**src/rtl/core/bgrlh_pkg.sv**
```systemverilog
package bgrlh_pkg;

  // Field widths fixed by the channel definitions
  localparam int unsigned PIX_W     = 8;
  localparam int unsigned LUMA_W    = 8;
  localparam int unsigned BIN_IDX_W = 4;
  localparam int unsigned BIN_CNT_W = 22;

  // Q16 weights: BT.601 coefficients scaled by 219/255
  localparam int unsigned WEIGHT_W = 16;
  localparam int unsigned PROD_W   = PIX_W + WEIGHT_W;
  localparam logic [WEIGHT_W-1:0] W_BLUE  = 16'd6416;
  localparam logic [WEIGHT_W-1:0] W_GREEN = 16'd33039;
  localparam logic [WEIGHT_W-1:0] W_RED   = 16'd16829;
  localparam logic [LUMA_W-1:0]   LUMA_OFFSET = 8'd16;
  localparam int unsigned BIN_SHIFT = 4;

  // Result kind codes
  localparam logic KIND_LUMA = 1'b0;
  localparam logic KIND_BIN  = 1'b1;

  typedef struct packed {
    logic load_pix;    // capture pixel, restart dump index
    logic mul;         // register the three weighted products
    logic sum;         // form luma, read bin counter
    logic wr_cnt;      // write incremented counter back
    logic out_luma;    // load luma result into output register
    logic rd_dump;     // read counter at dump index
    logic out_bin;     // load bin result into output register
    logic idx_inc;     // advance dump index
    logic clear_bins;  // invalidate all counters
  } cmd_t;

  typedef struct packed {
    logic out_free;    // output register can take a new item this cycle
    logic eof;         // captured pixel ends its frame
    logic idx_last;    // dump index points at the top bin
  } status_t;

endpackage

```
**src/rtl/core/bgrlh_if.sv**
```systemverilog
interface bgrlh_pix_if;
  import bgrlh_pkg::*;
  logic             valid;
  logic             ready;
  logic [PIX_W-1:0] blue;
  logic [PIX_W-1:0] green;
  logic [PIX_W-1:0] red;
  logic             end_of_frame;

  modport source (output valid, blue, green, red, end_of_frame, input ready);
  modport sink (input valid, blue, green, red, end_of_frame, output ready);
endinterface

interface bgrlh_res_if;
  import bgrlh_pkg::*;
  logic                 valid;
  logic                 ready;
  logic                 kind;
  logic [LUMA_W-1:0]    luma;
  logic [BIN_IDX_W-1:0] bin_index;
  logic [BIN_CNT_W-1:0] bin_count;
  logic                 last;

  modport source (output valid, kind, luma, bin_index, bin_count, last, input ready);
  modport sink (input valid, kind, luma, bin_index, bin_count, last, output ready);
endinterface

```
**src/rtl/core/bgr_luma_with_histogram.sv**
```systemverilog
// BGR pixel to studio-range luma with a per-frame luma histogram.
// Input channel pix_i: one pixel per item (blue, green, red, end_of_frame).
// Output channel res_o: for every pixel one luma item (kind 0), and after a
// pixel with end_of_frame set, NUM_BINS bin items (kind 1) in bin order;
// last marks the final item caused by each pixel. Bin counts saturate.
// The luma item passes the pixel, product and luma registers before it is loaded into the output register.
// Pixels are taken one at a time: the multiply, sum/counter read and counter
// write steps of one pixel all finish before the next pixel is accepted.
// A frame end adds a dump (read, then send each count); the counters are then
// cleared for the next frame in the same cycle as the top bin is sent.
// A new pixel is taken while a finished result still sits in the output
// register; if res_o stalls, the block holds at the next result to send and
// drops pix_i.ready until that result has moved on.
// Reset clears all bin counts, the output valid and the controller.
module bgr_luma_with_histogram import bgrlh_pkg::*; #(
  parameter int unsigned NUM_BINS    = 16,
  parameter int unsigned COUNT_WIDTH = 22
) (
  input  logic        clk_i,
  input  logic        rst_ni,
  bgrlh_pix_if.sink   pix_i,
  bgrlh_res_if.source res_o
);

  cmd_t    cmd;
  status_t sts;

  bgrlh_ctrl u_ctrl (
    .clk_i      (clk_i),
    .rst_ni     (rst_ni),
    .in_valid_i (pix_i.valid),
    .in_ready_o (pix_i.ready),
    .cmd_o      (cmd),
    .sts_i      (sts)
  );

  bgrlh_dp #(
    .NUM_BINS    (NUM_BINS),
    .COUNT_WIDTH (COUNT_WIDTH)
  ) u_dp (
    .clk_i           (clk_i),
    .rst_ni          (rst_ni),
    .cmd_i           (cmd),
    .sts_o           (sts),
    .blue_i          (pix_i.blue),
    .green_i         (pix_i.green),
    .red_i           (pix_i.red),
    .eof_i           (pix_i.end_of_frame),
    .out_valid_o     (res_o.valid),
    .out_ready_i     (res_o.ready),
    .out_kind_o      (res_o.kind),
    .out_luma_o      (res_o.luma),
    .out_bin_index_o (res_o.bin_index),
    .out_bin_count_o (res_o.bin_count),
    .out_last_o      (res_o.last)
  );

endmodule

```
**src/rtl/core/bgrlh_ctrl.sv**
```systemverilog
module bgrlh_ctrl import bgrlh_pkg::*; (
  input  logic    clk_i,
  input  logic    rst_ni,
  input  logic    in_valid_i,
  output logic    in_ready_o,
  output cmd_t    cmd_o,
  input  status_t sts_i
);

  typedef enum logic [2:0] {
    S_IDLE,
    S_MUL,
    S_SUM,
    S_UPD,
    S_DRD,
    S_DWR
  } state_e;

  state_e state_q, state_d;

  always_comb begin
    state_d    = state_q;
    cmd_o      = '0;
    in_ready_o = 1'b0;
    unique case (state_q)
      S_IDLE: begin
        in_ready_o = 1'b1;
        if (in_valid_i) begin
          cmd_o.load_pix = 1'b1;
          state_d        = S_MUL;
        end
      end
      S_MUL: begin
        cmd_o.mul = 1'b1;
        state_d   = S_SUM;
      end
      S_SUM: begin
        cmd_o.sum = 1'b1;
        state_d   = S_UPD;
      end
      S_UPD: begin
        // hold the counter update until the luma item has a place to go
        if (sts_i.out_free) begin
          cmd_o.wr_cnt   = 1'b1;
          cmd_o.out_luma = 1'b1;
          state_d        = sts_i.eof ? S_DRD : S_IDLE;
        end
      end
      S_DRD: begin
        cmd_o.rd_dump = 1'b1;
        state_d       = S_DWR;
      end
      S_DWR: begin
        if (sts_i.out_free) begin
          cmd_o.out_bin = 1'b1;
          if (sts_i.idx_last) begin
            cmd_o.clear_bins = 1'b1;
            state_d          = S_IDLE;
          end else begin
            cmd_o.idx_inc = 1'b1;
            state_d       = S_DRD;
          end
        end
      end
      default: state_d = S_IDLE;
    endcase
  end

  always_ff @(posedge clk_i or negedge rst_ni) begin
    if (!rst_ni) begin
      state_q <= S_IDLE;
    end else begin
      state_q <= state_d;
    end
  end

  a_one_pixel_at_a_time: assert property (
    @(posedge clk_i) disable iff (!rst_ni)
    (in_valid_i && in_ready_o) |=> !in_ready_o
  ) else $error("pixel accepted while previous one still in flight");

  a_clear_after_top_bin: assert property (
    @(posedge clk_i) disable iff (!rst_ni)
    cmd_o.clear_bins |-> (cmd_o.out_bin && sts_i.idx_last)
  ) else $error("bins cleared before the top bin was sent");

  a_write_before_dump: assert property (
    @(posedge clk_i) disable iff (!rst_ni)
    (cmd_o.wr_cnt && sts_i.eof) |=> cmd_o.rd_dump
  ) else $error("dump did not follow the last pixel of a frame");

endmodule

```
**src/rtl/core/bgrlh_dp.sv**
```systemverilog
module bgrlh_dp import bgrlh_pkg::*; #(
  parameter int unsigned NUM_BINS    = 16,
  parameter int unsigned COUNT_WIDTH = 22
) (
  input  logic                 clk_i,
  input  logic                 rst_ni,
  input  cmd_t                 cmd_i,
  output status_t              sts_o,
  input  logic [PIX_W-1:0]     blue_i,
  input  logic [PIX_W-1:0]     green_i,
  input  logic [PIX_W-1:0]     red_i,
  input  logic                 eof_i,
  output logic                 out_valid_o,
  input  logic                 out_ready_i,
  output logic                 out_kind_o,
  output logic [LUMA_W-1:0]    out_luma_o,
  output logic [BIN_IDX_W-1:0] out_bin_index_o,
  output logic [BIN_CNT_W-1:0] out_bin_count_o,
  output logic                 out_last_o
);

  localparam int unsigned IdxW = $clog2(NUM_BINS);

  logic [PIX_W-1:0]       blue_q, green_q, red_q;
  logic                   eof_q;
  logic [PROD_W-1:0]      prod_b_q, prod_g_q, prod_r_q;
  logic [PROD_W-1:0]      sum_d;
  logic [LUMA_W-1:0]      y_d, y_q;
  logic [BIN_IDX_W-1:0]   bin_raw;
  logic [IdxW-1:0]        bin_d, bin_q;
  logic [IdxW-1:0]        idx_q;
  logic [IdxW-1:0]        rd_addr;
  logic                   idx_last;
  logic [COUNT_WIDTH-1:0] mem_q [NUM_BINS];
  logic [NUM_BINS-1:0]    valid_q;
  logic [COUNT_WIDTH-1:0] rd_data_q;
  logic                   rd_valid_q;
  logic [COUNT_WIDTH-1:0] cnt_cur, cnt_inc;
  logic                   out_valid_q;
  logic                   out_free;

  // Luma and bin selection
  assign sum_d   = prod_b_q + prod_g_q + prod_r_q;
  assign y_d     = sum_d[PROD_W-1 -: LUMA_W] + LUMA_OFFSET;
  assign bin_raw = y_d[LUMA_W-1 -: BIN_IDX_W];

  always_comb begin
    if ({5'd0, bin_raw} >= 9'(NUM_BINS)) begin
      bin_d = IdxW'(NUM_BINS - 1);
    end else begin
      bin_d = IdxW'(bin_raw);
    end
  end

  assign rd_addr  = cmd_i.rd_dump ? idx_q : bin_d;
  assign idx_last = (idx_q == IdxW'(NUM_BINS - 1));
  assign cnt_cur  = rd_valid_q ? rd_data_q : '0;
  assign cnt_inc  = (&cnt_cur) ? cnt_cur : cnt_cur + COUNT_WIDTH'(1);
  assign out_free = !out_valid_q || out_ready_i;

  assign sts_o.out_free = out_free;
  assign sts_o.eof      = eof_q;
  assign sts_o.idx_last = idx_last;

  always_ff @(posedge clk_i) begin
    if (cmd_i.load_pix) begin
      blue_q  <= blue_i;
      green_q <= green_i;
      red_q   <= red_i;
      eof_q   <= eof_i;
    end
    if (cmd_i.mul) begin
      prod_b_q <= {{WEIGHT_W{1'b0}}, blue_q}  * {{PIX_W{1'b0}}, W_BLUE};
      prod_g_q <= {{WEIGHT_W{1'b0}}, green_q} * {{PIX_W{1'b0}}, W_GREEN};
      prod_r_q <= {{WEIGHT_W{1'b0}}, red_q}   * {{PIX_W{1'b0}}, W_RED};
    end
    if (cmd_i.sum) begin
      y_q   <= y_d;
      bin_q <= bin_d;
    end
  end

  // Bin counter store: one write port, one registered read port
  always_ff @(posedge clk_i) begin
    if (cmd_i.wr_cnt) begin
      mem_q[bin_q] <= cnt_inc;
    end
    if (cmd_i.sum || cmd_i.rd_dump) begin
      rd_data_q  <= mem_q[rd_addr];
      rd_valid_q <= valid_q[rd_addr];
    end
  end

  // An entry without its valid bit reads as zero
  always_ff @(posedge clk_i or negedge rst_ni) begin
    if (!rst_ni) begin
      valid_q <= '0;
    end else if (cmd_i.clear_bins) begin
      valid_q <= '0;
    end else if (cmd_i.wr_cnt) begin
      valid_q[bin_q] <= 1'b1;
    end
  end

  always_ff @(posedge clk_i or negedge rst_ni) begin
    if (!rst_ni) begin
      idx_q <= '0;
    end else if (cmd_i.load_pix) begin
      idx_q <= '0;
    end else if (cmd_i.idx_inc) begin
      idx_q <= idx_q + IdxW'(1);
    end
  end

  always_ff @(posedge clk_i or negedge rst_ni) begin
    if (!rst_ni) begin
      out_valid_q <= 1'b0;
    end else if (cmd_i.out_luma || cmd_i.out_bin) begin
      out_valid_q <= 1'b1;
    end else if (out_ready_i) begin
      out_valid_q <= 1'b0;
    end
  end

  always_ff @(posedge clk_i) begin
    if (cmd_i.out_luma) begin
      out_kind_o      <= KIND_LUMA;
      out_luma_o      <= y_q;
      out_bin_index_o <= '0;
      out_bin_count_o <= '0;
      out_last_o      <= !eof_q;
    end else if (cmd_i.out_bin) begin
      out_kind_o      <= KIND_BIN;
      out_luma_o      <= '0;
      out_bin_index_o <= BIN_IDX_W'(idx_q);
      out_bin_count_o <= BIN_CNT_W'(cnt_cur);
      out_last_o      <= idx_last;
    end
  end

  assign out_valid_o = out_valid_q;

  a_clear_empties_bins: assert property (
    @(posedge clk_i) disable iff (!rst_ni)
    cmd_i.clear_bins |=> (valid_q == '0)
  ) else $error("bins still valid after frame dump");

  a_luma_in_range: assert property (
    @(posedge clk_i) disable iff (!rst_ni)
    (out_valid_q && (out_kind_o == KIND_LUMA)) |->
      ((out_luma_o >= 8'd16) && (out_luma_o <= 8'd235))
  ) else $error("luma outside studio range");

  a_load_only_when_free: assert property (
    @(posedge clk_i) disable iff (!rst_ni)
    (cmd_i.out_luma || cmd_i.out_bin) |-> out_free
  ) else $error("output register overwritten while stalled");

endmodule
```
**src/flat_wrapper.sv**
```systemverilog
// flat-port wrapper written by rule: the top's interface ports become plain ports
module bgr_luma_with_histogram_flat import bgrlh_pkg::*;
#(
  parameter int unsigned NUM_BINS    = 16,
  parameter int unsigned COUNT_WIDTH = 22
)
  (clk_i, rst_ni, pix_i_valid, pix_i_blue, pix_i_green, pix_i_red, pix_i_end_of_frame, pix_i_ready, res_o_valid, res_o_kind, res_o_luma, res_o_bin_index, res_o_bin_count, res_o_last, res_o_ready);
  bgrlh_pix_if pix_i_i ();
  bgrlh_res_if res_o_i ();
  input  logic clk_i;
  input  logic rst_ni;
  input wire logic [$bits(pix_i_i.valid)-1:0] pix_i_valid;
  input wire logic [$bits(pix_i_i.blue)-1:0] pix_i_blue;
  input wire logic [$bits(pix_i_i.green)-1:0] pix_i_green;
  input wire logic [$bits(pix_i_i.red)-1:0] pix_i_red;
  input wire logic [$bits(pix_i_i.end_of_frame)-1:0] pix_i_end_of_frame;
  output wire logic [$bits(pix_i_i.ready)-1:0] pix_i_ready;
  output wire logic [$bits(res_o_i.valid)-1:0] res_o_valid;
  output wire logic [$bits(res_o_i.kind)-1:0] res_o_kind;
  output wire logic [$bits(res_o_i.luma)-1:0] res_o_luma;
  output wire logic [$bits(res_o_i.bin_index)-1:0] res_o_bin_index;
  output wire logic [$bits(res_o_i.bin_count)-1:0] res_o_bin_count;
  output wire logic [$bits(res_o_i.last)-1:0] res_o_last;
  input wire logic [$bits(res_o_i.ready)-1:0] res_o_ready;
  assign pix_i_i.valid = pix_i_valid;
  assign pix_i_i.blue = pix_i_blue;
  assign pix_i_i.green = pix_i_green;
  assign pix_i_i.red = pix_i_red;
  assign pix_i_i.end_of_frame = pix_i_end_of_frame;
  assign pix_i_ready = pix_i_i.ready;
  assign res_o_valid = res_o_i.valid;
  assign res_o_kind = res_o_i.kind;
  assign res_o_luma = res_o_i.luma;
  assign res_o_bin_index = res_o_i.bin_index;
  assign res_o_bin_count = res_o_i.bin_count;
  assign res_o_last = res_o_i.last;
  assign res_o_i.ready = res_o_ready;
  bgr_luma_with_histogram #(.NUM_BINS(NUM_BINS), .COUNT_WIDTH(COUNT_WIDTH)) u_core (.clk_i(clk_i), .rst_ni(rst_ni), .pix_i(pix_i_i), .res_o(res_o_i));
endmodule
```
**config.mk**
```make
export PLATFORM = sky130hd
export DESIGN_NAME = bgr_luma_with_histogram_flat
export DESIGN_NICKNAME = d
export VERILOG_FILES = /design/src/rtl/core/bgrlh_pkg.sv /design/src/rtl/core/bgrlh_if.sv /design/src/rtl/core/bgr_luma_with_histogram.sv /design/src/rtl/core/bgrlh_ctrl.sv /design/src/rtl/core/bgrlh_dp.sv /design/src/flat_wrapper.sv
export SDC_FILE = /design/constraint.sdc
export NUM_CORES = 1
export LEC_CHECK = 0
export BUFFER_PORTS_ARGS = -buffer_cell sky130_fd_sc_hd__buf_2
export CORE_MARGIN = 1
export CORE_UTILIZATION = 54
export DETAILED_ROUTE_END_ITERATION = 8
export GPL_ROUTABILITY_DRIVEN = 0
export GPL_TIMING_DRIVEN = 0
export PLACE_DENSITY = 0.71
export SYNTH_ARGS = -nofsm -noshare
export SYNTH_HDL_FRONTEND = slang
export SYNTH_HIERARCHICAL = 1
export SYNTH_SLANG_ARGS = --single-unit
```
**constraint.sdc**
```tcl
create_clock -name clk_i -period 8.2 [get_ports clk_i]
set_clock_uncertainty 0.1 [all_clocks]
set_input_delay 0.41 -clock clk_i [delete_from_list [all_inputs] [get_ports clk_i]]
set_output_delay 0.41 -clock clk_i [all_outputs]
set_load 0.01 [all_outputs]
```
* Yosys cells after proc, flatten, opt, wreduce, memory -nomap -nowiden *
Memories as Yosys holds them, arrays and structs flattened. A register that Yosys moved wholly into a read port is not among the register bits.
Cells that the tools add are included.

storage, ports and cells
  register bits after elaboration = 162
  bits in writable memories = 352
  input bits = 29
  output and inout bits = 38
  logic and storage cells = 91
  memories kept = 1

memory list
  memory             depth  bits a word  read ports  clocked after memory_dff  wr ports  line            text
  u_core.u_dp.mem_q  16     22           1           1                         1         bgrlh_dp.sv:34  logic [COUNT_WIDTH-1:0] mem_q [NUM_BINS];

cells by class
  add/subtract/negate cells = 5
  multipliers = 3
  order comparisons = 3
  equal/unequal tests = 9
  multiplexer cells = 37
  bitwise logic cells = 1
  reduce and logical (&&, ||, !) cells = 13

operator list
  kind                   number
  $mux 22                2
  $mux 16                2
  $add 21x24->24         1
  $add 24x23->24         1
  $mul 8x16->24 const B  1
  $mul 8x15->23 const B  1
  $add 22x1->22 const B  1
  $reduce_and 22->1      1
  $mux 3                 7
  $pmux 3 s6             1
  $mul 8x9->17 const B   1
  $mux 1                 16
  $mux 8                 2
  $or 16x16->16          1
  $mux 4                 3
  $lt 4x5->1 const B     2
  $add 8x5->8 const B    1
  $reduce_bool 2->1      4
  $eq 3x2->1 const B     2
  $eq 3x3->1 const B     2
  $ne 2x2->1 const B     3
  $add 4x1->4 const B    1
  $bmux 1 s4             1
  $demux 1 s4            1
  other kinds (9)        13

* Depth between registers and ports, before layout *
  depth after elaboration = 7
  depth in mapped cells = 19
  mapped depth without buffers = 19

* By module *
The synthesis kept the hierarchy.

by module, submodules not included
  module      times used  cells an instance  area each (um^2)  sequential area each (um^2)
  bgrlh_dp    1           1560               24960.2           15509.9
  bgrlh_ctrl  1           24                 239.0             75.1

* Worst setup path before layout *
No wires, ideal clock.

  path kind = reg-to-reg
  from = reg u_core.u_ctrl.state_q[2]
  to = reg u_core.u_dp.prod_b_q[10], enable pin
  setup time = 0.578 ns
  arrival time = 5.163 ns
  data required time = 7.522 ns
  setup slack = 2.358 ns
  stages on the path, launching flop included = 3
  buffers on the path = 1
  period minus slack after synthesis = 5.842 ns
  cells stage by stage = dfrtp_1 > buf_6 > nor3b_1

RTL lines
  element                   line              text
  start: declaration        bgrlh_ctrl.sv:19  state_e state_q, state_d;
  start signal: assignment  bgrlh_ctrl.sv:73  state_q <= state_d;
  end signal: assignment    bgrlh_dp.sv:73    prod_b_q <= {{WEIGHT_W{1'b0}}, blue_q} * {{PIX_W{1'b0}}, W_BLUE};
  end: declaration          bgrlh_dp.sv:26    logic [PROD_W-1:0] prod_b_q, prod_g_q, prod_r_q;

* Worst setup path in the final report *
  from = reg u_core.u_dp.prod_b_q[11]
  to = reg u_core.u_dp.rd_data_q[21] (read register of u_core.u_dp.mem_q), data pin

between the ends
  cells in the longest elaborated chain, start to end = 4

RTL lines
  element                       line            text
  $add 21x24->24                bgrlh_dp.sv:43  assign sum_d = prod_b_q + prod_g_q + prod_r_q;
  $add 24x23->24                bgrlh_dp.sv:43
  $add 8x5->8                   bgrlh_dp.sv:44  assign y_d = sum_d[PROD_W-1 -: LUMA_W] + LUMA_OFFSET;
  named net u_core.u_dp.y_d[5]  bgrlh_dp.sv:28  logic [LUMA_W-1:0] y_d, y_q;
  $mux 4                        bgrlh_dp.sv:55  assign rd_addr = cmd_i.rd_dump ? idx_q : bin_d;
  end: declaration              bgrlh_dp.sv:36  logic [COUNT_WIDTH-1:0] rd_data_q;

The timed path passes the listed nets, and every way through them passes these cells.
A chain may end at the register's enable or synchronous reset.

==> qor.yml <==
outcome: "finished, final reports clean"
final_area_um2: 28600
drive_above_1_share_pct: 17.2
insertion_delay_ns: 0.61
synth_nets: 1824
synth_largest_type_area_fraction_pct: 57.3
period_needed_ns: 6.35
yosys.area.top_type: "edfxtp_1"
dpl.hpwl_um: 37400
portBuffers: 66
placedInstanceArea_um2: 26700
die-area_um2: 47500
synth_cell_types: 64
final_common_cell: "edfxtp_1"
yosysSeqAreaShare_pct: 61.8
wire_per_inst_um: 22.6
routed_via_density: 5.79
critPathRequiredTime_ns: 8.42
hp-class: "in2reg"
fmax_mhz: 158
rows: 78
cpPeakStageDelay_ns: 0.91
pin_count: 67
relSlewSlack_pct: 11.3
syn_area_um2: 25200
wl_um: 54200
drtIter0Drc: 1467
grt_first_pass_wirelength_um: 82700
area_delta_synth_final_pct: 13.6
start_kind: "flip-flop"
vias: 13900
cp_cell_sequence: "fa_1 -> ha_1 -> a21oi_1 -> o21ai_1 -> a211oi_1 -> nor2_1 -> nor3b_2 -> o21bai_1 -> a21oi_1 -> xnor2_1 -> ha_1 -> mux2i_1 -> clkbuf_1 -> clkbuf_1 -> mux4_2 -> mux2i_1 -> mux2i_1"
cap_violations: 0
grt_overflow: 0
cts-htree-levels: 2
crit_arrival_ns: 6.57
dp.cells: 2269
critPathMaxFanout: 10
cpMostUsedCell: "mux2i_1"
ys.flop_type: "edfxtp_1"
cp-end-kind: "flip-flop"
die_y_um: 218
finalSetupTns_ns: 0
final_cells: 2394
numCtsBuffers: 53
cts_tree: "yes"
ys.warnings.count: 6
post_cts_buffers: 0
setup_viol: 0
grt_setup_unrepaired: "no"
slowest_stage: "clkbuf_1"
grt_usage_pct: 23.6
die_x_um: 218
drc: 0
clockBufferDepth: 3
diodes: 0
yosys-top-cells-area: "edfxtp_1 (57%), mux4_2 (8.2%), ha_1 (7.5%)"
final_core_util_pct: 62.7
firstDrtPassIters: 5
cts.repair.resized: 0
clk_pin_slew_ns: 0.06
grt_max_degree: 30
ant_nets: 0
finalHoldViolations: 0
final_max_slew_viol_count: 0
clkSinkCount: 532
synthCells: 1584
synthArstFlopShare_pct: 4.51
final_cell_mix: "edfxtp_1 (481), ha_1 (151), inv_1 (127)"
start_util_pct: 55.2
crit_type: "reg2reg"
min_period_over_period_pct: 77.4
cts_root_buffer: "clkbuf_16"
fin_nets: 1991
ys_ff_latch: 532
core_area_um2: 45700
avgSynthCellArea_um2: 15.9
grt_antenna_before_repair: 0
synth_edf_count: 481
grt_pass1_vias: 13800
worst_pin_slew_ns: 1.32
-- per-layer routing --
layer	GRT usage, %	wire length (µm)
met5	0	0
met3	3.44	3820
met1	35.7	24400
met4	6.83	1230
met2	35.7	24700
-- cell families (layout without fill, tap and decap cells) --
logic type	after synthesis	after routing	share of synthesized area, %
XOR/XNOR	65	65	2.26
multiplexers	175	175	11.5
flip-flops	532	532	61.8
AO/OA/AOI/OAI	127	127	3.25
AND/OR/NAND/NOR	296	296	5.92
adder cells (fa/ha/maj)	211	211	12.3
buffers and inverters	178	388	2.92
-- sequential cells by signal, indices dropped and copies added (netlist names) --
register	count
u_core/u_dp/out_luma_o	8
u_core/u_dp/out_valid_o	1
u_core/u_dp/eof_q	1
u_core/u_dp/mem_q	352
u_core/u_dp/out_last_o	1
u_core/u_dp/green_q	8
u_core/u_dp/red_q	8
u_core/u_dp/rd_data_q	22
u_core/u_dp/y_q	8
u_core/u_ctrl/state_q	3
u_core/u_dp/valid_q	16
u_core/u_dp/out_bin_index_o	4
u_core/u_dp/rd_valid_q	1
u_core/u_dp/idx_q	4
u_core/u_dp/out_kind_o	1
u_core/u_dp/out_bin_count_o	22
u_core/u_dp/prod_r_q	23
u_core/u_dp/prod_g_q	24
u_core/u_dp/blue_q	8
u_core/u_dp/prod_b_q	17
-- Yosys cell counts (5+ instances only) --
library cell and count:
nor3_1 14, o21a_1 9, nand2_1 40, fa_1 60
xnor2_1 49, inv_1 127, a21boi_0 5, nor2_1 101
mux4_2 92, buf_2 7, o21ai_0 26, nand4_1 11
a21oi_1 43, ha_1 151, buf_1 5, nand3_1 32
buf_4 6, nand2b_1 22, clkbuf_1 28, a21o_1 6
edfxtp_1 481, mux2i_1 80, dfrtp_1 24, nor2b_1 16
a31oi_1 6, o21bai_1 7, and3_1 6, dfxtp_1 27
buf_6 5, xor2_1 16, and2_1 29
-- critical path, delay by kind of cell, from the launching register on --
family | cells | cell delay [ns]
simple gates | 2 | 0.46
compound gates | 5 | 0.99
mux | 4 | 1.35
fa+ha+maj | 3 | 1.11
flops | 1 | 0.42
buf+inv | 2 | 1.48
xor+xnor | 1 | 0.15
-- stage by stage --
stage / hold WS, ns / worst slack (ns)
finish: 0.0657 / 1.85
global route: 0.0731 / 1.54
CTS: 0.0320 / 1.89
detailed placement: 0.335 / 1.95
global placement: 0.314 / 0.294
floorplan: 0.0144 / 2.36
-- path summary, 6_finish.rpt --
check                                           startpoint                              end  slack [ns]  cells past startpoint
setup / recovery                  u_core/u_dp/prod_b_q[11]        u_core/u_dp/rd_data_q[21]        1.85                     17
setup reg to reg                  u_core/u_dp/prod_b_q[11]        u_core/u_dp/rd_data_q[21]        1.85                     17
min in group asynchronous                           rst_ni          u_core/u_dp/out_valid_o        0.23                      2
hold reg to reg            u_core/u_dp/out_bin_count_o[20]  u_core/u_dp/out_bin_count_o[20]        0.38                      2
max in group asynchronous                           rst_ni          u_core/u_dp/valid_q[10]        7.38                      2
hold / removal                                 pix_i_valid         u_core/u_ctrl/state_q[0]        0.07                      3
-- repair_timing --
| item | CTS | global route |
|---|---|---|
| setup endpoints to repair | 0 | 0 |
| hold buffers | 27 | 0 |
| hold endpoints to repair | 50 | 0 |
-- cell type report --
cell class	count	area [µm²]
well taps	600	751
repair buffers	112	887
plain buffers	51	260
inverters	127	477
flip-flops and latches	532	15600
multi-input cells	874	8990
clock buffers	70	1470
fillers	3266	17100
clock inverters	28	191
Power is not shown: default switching activity piles up to over one toggle a cycle in this logic, so the estimate is an artifact.
